`src/hw/rtl/hcb_pkg.sv`:
```
// hcb_pkg: sizes, types and FSM states of the Huffman code builder.
// No dependencies; imported by every module of the block.
package hcb_pkg;

    localparam int MAX_LEAVES   = 16;
    localparam int WEIGHT_BITS  = 16;
    localparam int NODE_SLOTS   = 2 * MAX_LEAVES;
    localparam int NODE_IDX_W   = $clog2(NODE_SLOTS);
    localparam int LEAF_CNT_W   = $clog2(MAX_LEAVES + 1);
    localparam int NODE_W       = WEIGHT_BITS + $clog2(MAX_LEAVES);
    // compare width: one bit above any node weight so the empty mark beats any sum
    localparam int CMP_W        = NODE_W + 1;

    // fixed port widths
    localparam int IN_WEIGHT_W  = 16;
    localparam int OUT_WEIGHT_W = 16;
    localparam int LEAF_IDX_W   = 4;
    localparam int CODE_W       = 15;
    localparam int CODE_LEN_W   = 4;

    typedef logic [NODE_IDX_W-1:0] node_idx_t;
    typedef logic [NODE_W-1:0]     node_w_t;
    typedef logic [LEAF_CNT_W-1:0] leaf_cnt_t;
    typedef logic [CMP_W-1:0]      cmp_w_t;

    typedef enum logic [2:0] {
        ST_LOAD,
        ST_SCAN,
        ST_MERGE_L,
        ST_MERGE_R,
        ST_WALK
    } hcb_state_t;

    // write side of the node store
    typedef struct packed {
        logic      weight_we;
        node_idx_t weight_addr;
        node_w_t   weight_data;
        logic      link_we;
        node_idx_t link_addr;
        node_idx_t link_parent;
        logic      link_right;
        logic      links_clr;
    } hcb_store_cmd_t;

    // read side of the node store
    typedef struct packed {
        node_w_t   weight;
        logic      has_parent;
        node_idx_t parent;
        logic      right;
    } hcb_store_rd_t;

endpackage

```
`src/hw/rtl/huffman_code_builder.sv`:
```
// huffman_code_builder: top level; loader, merge sequencer and code walker.
// Load: one weight per cycle while leaf_stall is low. Build: merge node i, i = n+1 .. 2n-1,
//   scans nodes 1 .. i-1, writes sum and left link, then right link. Emit: each leaf walks
//   to the root, plus any output stall. leaf_stall is high from the final transaction until
//   the last code is registered; the last result may wait while the next set loads.
// Reset (rst_n, async low): idle in load state, leaf count zero, no result pending.
// Depends on hcb_pkg, hcb_node_store, hcb_min2_scan.
module huffman_code_builder (
    input  logic                                 clk,
    input  logic                                 rst_n,
    // leaf weight channel
    input  logic                                 leaf_valid,
    output logic                                 leaf_stall,
    input  logic [hcb_pkg::IN_WEIGHT_W-1:0]      weight,
    input  logic                                 final_leaf,
    // code channel
    output logic                                 code_valid,
    input  logic                                 code_stall,
    output logic [hcb_pkg::LEAF_IDX_W-1:0]       leaf_index,
    output logic [hcb_pkg::OUT_WEIGHT_W-1:0]     leaf_weight,
    output logic [hcb_pkg::CODE_W-1:0]           code_bits,
    output logic [hcb_pkg::CODE_LEN_W-1:0]       code_length,
    output logic                                 last_code
);
    import hcb_pkg::*;

    hcb_state_t state_reg, state_next;

    leaf_cnt_t count_reg, count_next;   // leaves held in the current set
    leaf_cnt_t n_reg, n_next;           // leaves in the set being built
    node_idx_t node_reg, node_next;     // merge node being formed
    node_idx_t scan_reg, scan_next;     // node under scan
    leaf_cnt_t leaf_reg, leaf_next;     // leaf being coded, from 1
    node_idx_t cur_reg, cur_next;       // walk position
    logic [CODE_W-1:0]     bits_reg, bits_next;
    logic [CODE_LEN_W-1:0] len_reg, len_next;

    logic                    out_valid_reg, out_valid_next;
    logic [LEAF_IDX_W-1:0]   out_idx_reg, out_idx_next;
    logic [OUT_WEIGHT_W-1:0] out_w_reg, out_w_next;
    logic [CODE_W-1:0]       out_bits_reg, out_bits_next;
    logic [CODE_LEN_W-1:0]   out_len_reg, out_len_next;
    logic                    out_last_reg, out_last_next;

    hcb_store_cmd_t cmd;
    hcb_store_rd_t  rd;
    node_idx_t      weight_raddr;
    node_idx_t      link_raddr;

    logic      scan_clr;
    logic      scan_en;
    node_idx_t s1, s2;
    node_w_t   merge_sum;

    logic      in_take;
    logic      out_free;
    logic      room;
    leaf_cnt_t count_inc;
    node_idx_t last_node;
    node_idx_t node_prev;
    logic      scan_done;
    logic      walk_done;
    logic      leaf_is_last;

    hcb_node_store u_store (
        .clk          (clk),
        .rst_n        (rst_n),
        .cmd          (cmd),
        .weight_raddr (weight_raddr),
        .link_raddr   (link_raddr),
        .rd           (rd)
    );

    hcb_min2_scan u_scan (
        .clk      (clk),
        .clr      (scan_clr),
        .en       (scan_en),
        .cand_w   (rd.weight),
        .cand_idx (scan_reg),
        .s1       (s1),
        .s2       (s2),
        .sum      (merge_sum)
    );

    // --- status terms -------------------------------------------------------
    assign leaf_stall   = (state_reg != ST_LOAD);
    assign in_take      = leaf_valid && !leaf_stall;
    assign out_free     = !out_valid_reg || !code_stall;
    assign room         = (count_reg < LEAF_CNT_W'(MAX_LEAVES));
    // extra weights past MAX_LEAVES are dropped
    assign count_inc    = room ? (count_reg + 1'b1) : count_reg;
    // root index 2n-1
    assign last_node    = NODE_IDX_W'({n_reg, 1'b0} - (LEAF_CNT_W + 1)'(1));
    assign node_prev    = node_reg - 1'b1;
    assign scan_done    = (scan_reg == node_prev);
    assign walk_done    = !rd.has_parent;
    assign leaf_is_last = (leaf_reg == n_reg);

    // scan reads node k; walk reads the leaf weight and the link of the current node
    assign weight_raddr = (state_reg == ST_WALK) ? NODE_IDX_W'(leaf_reg) : scan_reg;
    assign link_raddr   = (state_reg == ST_WALK) ? cur_reg : scan_reg;

    // --- next state ---------------------------------------------------------
    always_comb
    begin
        state_next = state_reg;
        unique case (state_reg)
            ST_LOAD:
            begin
                if (in_take && final_leaf)
                begin
                    // a single leaf has no merges
                    state_next = (count_inc == LEAF_CNT_W'(1)) ? ST_WALK : ST_SCAN;
                end
            end
            ST_SCAN:
            begin
                if (scan_done)
                begin
                    state_next = ST_MERGE_L;
                end
            end
            ST_MERGE_L:
            begin
                state_next = ST_MERGE_R;
            end
            ST_MERGE_R:
            begin
                state_next = (node_reg == last_node) ? ST_WALK : ST_SCAN;
            end
            ST_WALK:
            begin
                if (walk_done && out_free && leaf_is_last)
                begin
                    state_next = ST_LOAD;
                end
            end
            default:
            begin
                state_next = ST_LOAD;
            end
        endcase
    end

    // --- datapath and store control -----------------------------------------
    always_comb
    begin
        count_next     = count_reg;
        n_next         = n_reg;
        node_next      = node_reg;
        scan_next      = scan_reg;
        leaf_next      = leaf_reg;
        cur_next       = cur_reg;
        bits_next      = bits_reg;
        len_next       = len_reg;
        out_valid_next = out_valid_reg && code_stall;
        out_idx_next   = out_idx_reg;
        out_w_next     = out_w_reg;
        out_bits_next  = out_bits_reg;
        out_len_next   = out_len_reg;
        out_last_next  = out_last_reg;
        scan_clr       = 1'b0;
        scan_en        = 1'b0;
        cmd            = '0;

        unique case (state_reg)
            ST_LOAD:
            begin
                if (in_take)
                begin
                    count_next      = count_inc;
                    cmd.weight_we   = room;
                    cmd.weight_addr = NODE_IDX_W'(count_inc);
                    cmd.weight_data = NODE_W'(weight[WEIGHT_BITS-1:0]);
                    if (final_leaf)
                    begin
                        count_next    = '0;
                        n_next        = count_inc;
                        node_next     = NODE_IDX_W'(count_inc) + 1'b1;
                        scan_next     = NODE_IDX_W'(1);
                        leaf_next     = LEAF_CNT_W'(1);
                        cur_next      = NODE_IDX_W'(1);
                        bits_next     = '0;
                        len_next      = '0;
                        cmd.links_clr = 1'b1;
                        scan_clr      = 1'b1;
                    end
                end
            end
            ST_SCAN:
            begin
                // only nodes not yet merged take part
                scan_en   = !rd.has_parent;
                scan_next = scan_reg + 1'b1;
            end
            ST_MERGE_L:
            begin
                // smaller node becomes the left child
                cmd.weight_we   = 1'b1;
                cmd.weight_addr = node_reg;
                cmd.weight_data = merge_sum;
                cmd.link_we     = 1'b1;
                cmd.link_addr   = s1;
                cmd.link_parent = node_reg;
                cmd.link_right  = 1'b0;
            end
            ST_MERGE_R:
            begin
                cmd.link_we     = 1'b1;
                cmd.link_addr   = s2;
                cmd.link_parent = node_reg;
                cmd.link_right  = 1'b1;
                scan_clr        = 1'b1;
                node_next       = node_reg + 1'b1;
                scan_next       = NODE_IDX_W'(1);
            end
            ST_WALK:
            begin
                if (!walk_done)
                begin
                    // leaf-side bit lands lowest, root-side bit ends up highest
                    bits_next = bits_reg | (CODE_W'(rd.right) << len_reg);
                    len_next  = len_reg + 1'b1;
                    cur_next  = rd.parent;
                end
                else if (out_free)
                begin
                    out_valid_next = 1'b1;
                    out_idx_next   = LEAF_IDX_W'(leaf_reg - 1'b1);
                    out_w_next     = rd.weight[OUT_WEIGHT_W-1:0];
                    out_bits_next  = bits_reg;
                    out_len_next   = len_reg;
                    out_last_next  = leaf_is_last;
                    leaf_next      = leaf_reg + 1'b1;
                    cur_next       = NODE_IDX_W'(leaf_reg + 1'b1);
                    bits_next      = '0;
                    len_next       = '0;
                end
            end
            default:
            begin
                cmd = '0;
            end
        endcase
    end

    // --- registers ----------------------------------------------------------
    always_ff @(posedge clk or negedge rst_n)
    begin
        if (!rst_n)
        begin
            state_reg     <= ST_LOAD;
            count_reg     <= '0;
            out_valid_reg <= 1'b0;
        end
        else
        begin
            state_reg     <= state_next;
            count_reg     <= count_next;
            out_valid_reg <= out_valid_next;
        end
    end

    always_ff @(posedge clk)
    begin
        n_reg        <= n_next;
        node_reg     <= node_next;
        scan_reg     <= scan_next;
        leaf_reg     <= leaf_next;
        cur_reg      <= cur_next;
        bits_reg     <= bits_next;
        len_reg      <= len_next;
        out_idx_reg  <= out_idx_next;
        out_w_reg    <= out_w_next;
        out_bits_reg <= out_bits_next;
        out_len_reg  <= out_len_next;
        out_last_reg <= out_last_next;
    end

    assign code_valid  = out_valid_reg;
    assign leaf_index  = out_idx_reg;
    assign leaf_weight = out_w_reg;
    assign code_bits   = out_bits_reg;
    assign code_length = out_len_reg;
    assign last_code   = out_last_reg;

endmodule

```
`src/hw/rtl/hcb_node_store.sv`:
```
// hcb_node_store: node weights, parent links and parent-valid bits of the tree.
// Depends on hcb_pkg.
module hcb_node_store (
    input  logic                    clk,
    input  logic                    rst_n,
    input  hcb_pkg::hcb_store_cmd_t cmd,
    input  hcb_pkg::node_idx_t      weight_raddr,
    input  hcb_pkg::node_idx_t      link_raddr,
    output hcb_pkg::hcb_store_rd_t  rd
);
    import hcb_pkg::*;

    node_w_t                   weight_reg [NODE_SLOTS];
    node_idx_t                 parent_reg [NODE_SLOTS];
    logic [NODE_SLOTS-1:0]     right_reg;
    logic [NODE_SLOTS-1:0]     has_parent_reg;

    // payload, no reset
    always_ff @(posedge clk)
    begin
        if (cmd.weight_we)
        begin
            weight_reg[cmd.weight_addr] <= cmd.weight_data;
        end
        if (cmd.link_we)
        begin
            parent_reg[cmd.link_addr] <= cmd.link_parent;
            right_reg[cmd.link_addr]  <= cmd.link_right;
        end
    end

    // parent-valid bits stand in for clearing the parent array
    always_ff @(posedge clk or negedge rst_n)
    begin
        if (!rst_n)
        begin
            has_parent_reg <= '0;
        end
        else if (cmd.links_clr)
        begin
            has_parent_reg <= '0;
        end
        else if (cmd.link_we)
        begin
            has_parent_reg[cmd.link_addr] <= 1'b1;
        end
    end

    assign rd.weight     = weight_reg[weight_raddr];
    assign rd.has_parent = has_parent_reg[link_raddr];
    assign rd.parent     = parent_reg[link_raddr];
    assign rd.right      = right_reg[link_raddr];

endmodule

```
`src/hw/rtl/hcb_min2_scan.sv`:
```
// hcb_min2_scan: shared compare unit, tracks the two smallest weights of a scan.
// Depends on hcb_pkg. Strict less-than, so ties keep the earlier index.
module hcb_min2_scan (
    input  logic               clk,
    input  logic               clr,
    input  logic               en,
    input  hcb_pkg::node_w_t   cand_w,
    input  hcb_pkg::node_idx_t cand_idx,
    output hcb_pkg::node_idx_t s1,
    output hcb_pkg::node_idx_t s2,
    output hcb_pkg::node_w_t   sum
);
    import hcb_pkg::*;

    cmp_w_t    w1_reg, w1_next;
    cmp_w_t    w2_reg, w2_next;
    node_idx_t s1_reg, s1_next;
    node_idx_t s2_reg, s2_next;
    cmp_w_t    cand_ext;
    cmp_w_t    sum_full;

    assign cand_ext = CMP_W'(cand_w);

    always_comb
    begin
        w1_next = w1_reg;
        w2_next = w2_reg;
        s1_next = s1_reg;
        s2_next = s2_reg;
        if (clr)
        begin
            w1_next = '1;
            w2_next = '1;
        end
        else if (en)
        begin
            if (cand_ext < w1_reg)
            begin
                w2_next = w1_reg;
                s2_next = s1_reg;
                w1_next = cand_ext;
                s1_next = cand_idx;
            end
            else if (cand_ext < w2_reg)
            begin
                w2_next = cand_ext;
                s2_next = cand_idx;
            end
        end
    end

    always_ff @(posedge clk)
    begin
        w1_reg <= w1_next;
        w2_reg <= w2_next;
        s1_reg <= s1_next;
        s2_reg <= s2_next;
    end

    assign sum_full = w1_reg + w2_reg;
    assign sum      = sum_full[NODE_W-1:0];
    assign s1       = s1_reg;
    assign s2       = s2_reg;

endmodule

```
`config.mk`:
```
export PLATFORM = sky130hd
export DESIGN_NAME = huffman_code_builder
export DESIGN_NICKNAME = d
export VERILOG_FILES = /design/src/hw/rtl/hcb_pkg.sv /design/src/hw/rtl/huffman_code_builder.sv /design/src/hw/rtl/hcb_node_store.sv /design/src/hw/rtl/hcb_min2_scan.sv
export SDC_FILE = /design/constraint.sdc
export NUM_CORES = 1
export LEC_CHECK = 0
export ABC_CLOCK_PERIOD_IN_PS = 12900
export BUFFER_PORTS_ARGS = -buffer_cell sky130_fd_sc_hd__clkbuf_2
export CORE_MARGIN = 2
export CORE_UTILIZATION = 40
export DETAILED_ROUTE_END_ITERATION = 7
export PLACE_DENSITY = 0.56
export SLEW_MARGIN = 20
export SYNTH_ARGS = -nofsm -noshare
export SYNTH_HDL_FRONTEND = slang
export SYNTH_SLANG_ARGS = --single-unit
```
`constraint.sdc`:
```
create_clock -name clk -period 12.9 [get_ports clk]
set_clock_uncertainty 0.05 [all_clocks]
set_input_delay 1.935 -clock clk [delete_from_list [all_inputs] [get_ports clk]]
set_output_delay 1.935 -clock clk [all_outputs]
set_load 0.03 [all_outputs]
```
---- Word-level counts from Yosys, hierarchy flattened ----
Memory sizes are Yosys's and may differ from the RTL's.
Index checks and enable logic that the tools add are counted.
cells by class
  multipliers ............................. 0
  $lt $le $gt $ge ......................... 6
  shifts and indexed selects .............. 1
  muxes and demuxes ....................... 59
  divide/modulo/power cells ............... 0
  bitwise gates (word level) .............. 4
  reduce and logical (&&, ||, !) cells .... 30
  add/sub/neg operators ................... 10
  equal/unequal tests ..................... 16
operators with widths
  operator             count
  $mux 5               13
  $mux 32              2
  $mux 15              4
  $pmux 26 s2          1
  $lt 20x21->1         2
  $mux 21              2
  $bwmux 32            1
  $or 32x32->32        1
  $pmux 15 s2          1
  $pmux 5 s2           3
  $mux 26              1
  $add 5x1->5 const B  5
  $pmux 12 s2          1
  $reduce_and 3->1     7
  $add 20x20->20       1
  $mux 4               4
  $eq 5x5->1           3
  $mux 3               5
  $or 15x15->15        1
  $pmux 3 s5           1
  $pmux 5 s3           1
  $shl 1x4->15         1
  $mux 1               14
  $lt 5x6->1 const B   2
  26 further kinds     49
storage, ports and cells
  ROM bits ................................ 0
  RAM bits ................................ 800
  input port bits ......................... 21
  register bits ........................... 209
  word-level logic and storage cells ...... 149
  memories ................................ 2
  latch bits .............................. 0
memories
  memory              words  width  rd ports  clocked after Yosys merged registers in  wr ports  RTL line              text
  u_store.weight_reg  32     20     1         0                                        1         hcb_node_store.sv:13  node_w_t weight_reg [NODE_SLOTS];
  u_store.parent_reg  32     5      1         0                                        1         hcb_node_store.sv:14  node_idx_t parent_reg [NODE_SLOTS];

---- Longest topological paths before layout ----
  depth after elaboration ................. 9
  gate-level depth with buffers ........... 28
  mapped depth without buffers ............ 19

---- Hierarchy ----
From an unflattened synthesis, not the netlist that was laid out.
second synthesis, totals
  cell total of the unflattened synthesis .. 2675
  area total of the unflattened synthesis .. 42520.8 µm²
modules (own cells, without submodules)
  module                times used  area an instance (µm²)  sequential area each (µm²)  cells an instance
  hcb_node_store        1           33714.8                 25784.7                     1824
  huffman_code_builder  1           4611.9                  2747.6                      391
  hcb_min2_scan         1           4194.0                  1141.1                      460

---- Worst setup path before layout ----
No wires, ideal clock.
  kind .................................... register -> register
  from .................................... reg state_reg[0]
  to ...................................... reg u_scan.s1_reg[0] (netlist: u_scan.s1[0]), enable pin
  slack ................................... 7.669 ns
  clock period less this slack ............ 5.231 ns
  arrival ................................. 4.863 ns
  stages on the path, launching flop included .. 24
  path through ............................ dfrtp_1 -> or3b_1 -> buf_4 -> mux2_2 -> clkbuf_1 -> buf_2 -> buf_1 -> nand2_1 -> nand3_1 -> a21oi_1 -> or4_1 -> a221oi_2 -> ha_1 -> a21o_1 -> a21o_1 -> a21oi_1 -> o21ai_0 -> a21oi_1 -> nor2b_1 -> a41o_1 -> buf_4 -> and2_1 -> buf_2 -> buf_2
RTL lines
  element                   RTL line                     text
  start: declaration        huffman_code_builder.sv:27   hcb_state_t state_reg, state_next;
  start signal: assignment  huffman_code_builder.sv:258  state_reg <= state_next;
  end signal: assignment    hcb_min2_scan.sv:56          s1_reg <= s1_next;
  end: declaration          hcb_min2_scan.sv:17          node_idx_t s1_reg, s1_next;

==> impl_metrics.py <==
metrics = {
    "run_status": {
        "result_of_the_run": "finished, violations left",
        "violations": "DRC",
    },
    "routing": {
        "detail_route.drc_violations": 4,
        "drt.antenna.violating_nets": 0,
        "finalWirelength_mm": 115.7,
        "vias": 26690,
        "vias_per_cell": 5.552,
        "drt_pre_antenna_iters": 8,
        "route.detailed.wl_per_inst_um": 24.07,
        "initialDrtViolationCount": 2775,
    },
    "logic_synthesis": {
        "netlist_top_cells_count": "edfxtp_1, nand2_1, nand3_1",
        "synthDominantAreaCellType": "edfxtp_1",
        "synthDistinctLibCells": 78,
        "number_of_enable_flip_flop_cells_after_synthesis": 926,
        "synth-seq-area-share_pct": 69.73,
        "post-synth-top-area-fraction_pct": 65.34,
        "ys_top_cells_by_area": "edfxtp_1, nand2_1, nand3_1",
        "synth_ff_type": "edfxtp_1",
        "postSynthCellCount": 3257,
        "netlist_area_sq_um": 42550,
        "yosysWarningCount": 0,
        "postSynthNetCount": 3344,
        "asyncSetResetFlopFracSynth_pct": 4.063,
        "post_synth.cell_area_avg_sq_um": 13.07,
        "leading_cell_type_by_number_of_instances_after_synthesis": "edfxtp_1",
        "flop_and_latch_count_out_of_synthesis": 1009,
    },
    "timing": {
        "timing.final.crit_period_ns": 8.681,
        "worst_slew_pin_slew_ns": 1.082,
        "layout_worst_path_cycle_share_pct": 67.29,
        "rsz_0062_raised_after_global_routing": "false",
        "fmax_ghz": 0.1152,
        "final_hold_viol_count": 0,
        "setup_viol_count_final": 0,
        "max-slew-margin-rel_pct": 27.63,
        "report.final.slew_viol_count": 0,
        "setup_tns_ns": 0,
    },
    "clock_network": {
        "clk-insertion-delay-late_ns": 0.72,
        "ctsLongestPathBuffers": 3,
        "htree_num_levels": 3,
        "clock-sinks": 1009,
        "tritoncts": "done",
        "cts.hold.buffers_added": 0,
        "clock_tree.root_cell": "clkbuf_16",
        "total_cts_buffers": 108,
        "cts_setup_buffers": 0,
        "cts_repair_resize_count": 0,
        "clk_transition_reported_paths_ns": 0.06,
    },
    "hold_path": {
        "timing.hold.worst.class": "flip-flop to flip-flop",
    },
    "finish": {
        "postLayoutCoreUtil_pct": 45.85,
        "antenna_cells": 0,
        "num-nets-final": 3409,
        "layout-drive-gt1-share_pct": 13.50,
        "number_of_flip_flops_in_the_largest_register": 640,
        "area_growth_syn_to_layout_pct": 13.57,
    },
    "die": {
        "core-area_sq_um": 105400,
        "number_of_placement_rows": 119,
        "floorplan.die.width_um": 330.2,
        "initial_utilization_pct": 40.37,
        "top_level_ports": 63,
        "die_h_um": 330.2,
        "floorplan.die_area_sq_um": 109000,
    },
    "power": {
        "power-per-cell-area_nw_per_um2": 263.9,
        "peakVddDrop_uv": 196.9,
        "power.static_leakage_nw": 17.22,
    },
    "worst_setup_path": {
        "worst-setup-path-type": "flip-flop to flip-flop",
        "cp.arrival_ns": 9.28,
        "end_kind": "flip-flop",
        "r2r_slack_ns": 4.22,
        "cp_max_fo": 159,
        "critical_path_required_ns": 13.50,
        "worstSetupStartpointType": "flip-flop",
    },
    "global_routing": {
        "grt_antenna_before_repair": 0,
        "groute.usage.overall_pct": 21.22,
        "grt.overflow.total": 0,
        "grt_pass1_wl_mm": 171.6,
        "largest_net_degree_at_the_start_of_global_routing": 160,
        "grt_pass1_vias": 25440,
    },
    "placement": {
        "dpl_hpwl_mm": 67.76,
        "portBuffers": 62,
        "gpl.final_weighted_congestion": 0.8210,
    },
    "job": {
        "maxCapViolCount": 0,
    },
}
[stage by stage]
stage / setup slack [ns] / total power [mW] / cells / cell area (sq um) / hold slack (ns)
floorplan: 7.669 / 7.860 / 3257 / 42550 / 0.3744
global placement: 4.463 / 9.665 / 4602 / 44740 / 0.3894
detailed placement: 4.302 / 9.699 / 4602 / 44750 / 0.3887
CTS: 4.304 / 12.79 / 4805 / 48300 / 0.3775
global route: 3.603 / 13.43 / 4806 / 48330 / 0.3901
finish: 4.219 / 12.76 / 4806 / 48330 / 0.3745
[area by class of cell]
| class | instances | area (sq um) |
|---|---|---|
| tap | 1391 | 1740 |
| multi-input combinational | 1997 | 12190 |
| clock inverter | 67 | 735.7 |
| inverter | 71 | 266.5 |
| fill | 9342 | 57090 |
| clock buffer | 136 | 2818 |
| sequential | 1009 | 29670 |
| timing repair buffer | 135 | 908.4 |
[critical path, cell delays in order, from the launching register on]
cell and delay [ns]:
dfrtp_1 0.86, or3b_1 0.80, nor2_1 0.17, a21oi_4 0.18, buf_12 0.50, buf_4 0.54
nand2_1 0.11, nand3_1 0.09, a21oi_1 0.09, or4_1 0.59, a221oi_2 0.52, ha_1 0.37
a21o_1 0.18, a21o_1 0.17, a21oi_1 0.14, o21ai_0 0.09, a21oi_1 0.25, nor2b_1 0.22
a41o_1 0.13, buf_4 0.43, o21a_2 0.71, nand2b_1 0.91, a2bb2oi_1 0.20
[layout by cell type, fill, tap and decap left out, drive strengths merged, types with 27 or more instances in the layout]
master	netlist	routed
edfxtp	926	926
nand2	751	751
nand3	244	244
nor2	204	204
clkbuf	103	199
a21oi	96	96
inv	70	72
buf	77	72
ha	65	65
o21ai	59	59
a31oi	56	56
mux4	52	52
and3	49	49
clkinv	1	44
dfxtp	42	42
dfrtp	41	41
a311oi	37	37
mux2i	30	30
nand4	27	27
[layer usage]
| metal | track usage [%] | vias up | routed length (um) |
|---|---|---|---|
| li1 | - | 12180 | - |
| met1 | 30.59 | 13470 | 51550 |
| met2 | 33.75 | 856 | 54380 |
| met3 | 3.027 | 172 | 7019 |
| met4 | 5.676 | 0 | 2715 |
| met5 | 0 | - | 0 |
[kinds of logic (layout without fill, tap and decap cells)]
group                      count (synthesis)  count (layout)  share of synthesized area [%]
and+or+nand+nor                         1370            1370                          13.89
DFF                                     1009            1009                          69.73
AOI/OAI and AO/OA                        418             418                          7.033
buffers and inverters                    251             409                          2.508
muxes                                     94              94                          3.869
adders and majority gates                 66              66                          1.958
xor gates and xnor gates                  49              49                          1.008
[final timing paths]
check / startpoint / to / cells after the start
min: bits_reg[10]$_SDFFCE_PN0P_ / code_bits[10]$_DFFE_PP_ / 0
max reg2reg: state_reg[1]$_DFFE_PN0P_ / u_scan.w2_reg[18]$_SDFFE_PP1P_ / 22
max: state_reg[1]$_DFFE_PN0P_ / u_scan.w2_reg[18]$_SDFFE_PP1P_ / 22
min in group asynchronous: rst_n / u_store.has_parent_reg[11]$_DFFE_PN0P_ / 2
max in group asynchronous: rst_n / u_store.has_parent_reg[28]$_DFFE_PN0P_ / 2
min reg2reg: bits_reg[10]$_SDFFCE_PN0P_ / code_bits[10]$_DFFE_PP_ / 0
[where the power goes]
| part | leakage [nW] | internal [mW] | switching [mW] |
|---|---|---|---|
| clock network | 1.68 | 1.76 | 1.32 |
| registers | 9.42 | 4.28 | 0.207 |
| logic | 6.12 | 1.61 | 3.58 |
| total | 17.2 | 7.65 | 5.10 |
Note: power is estimated with default switching activity, not from simulation.
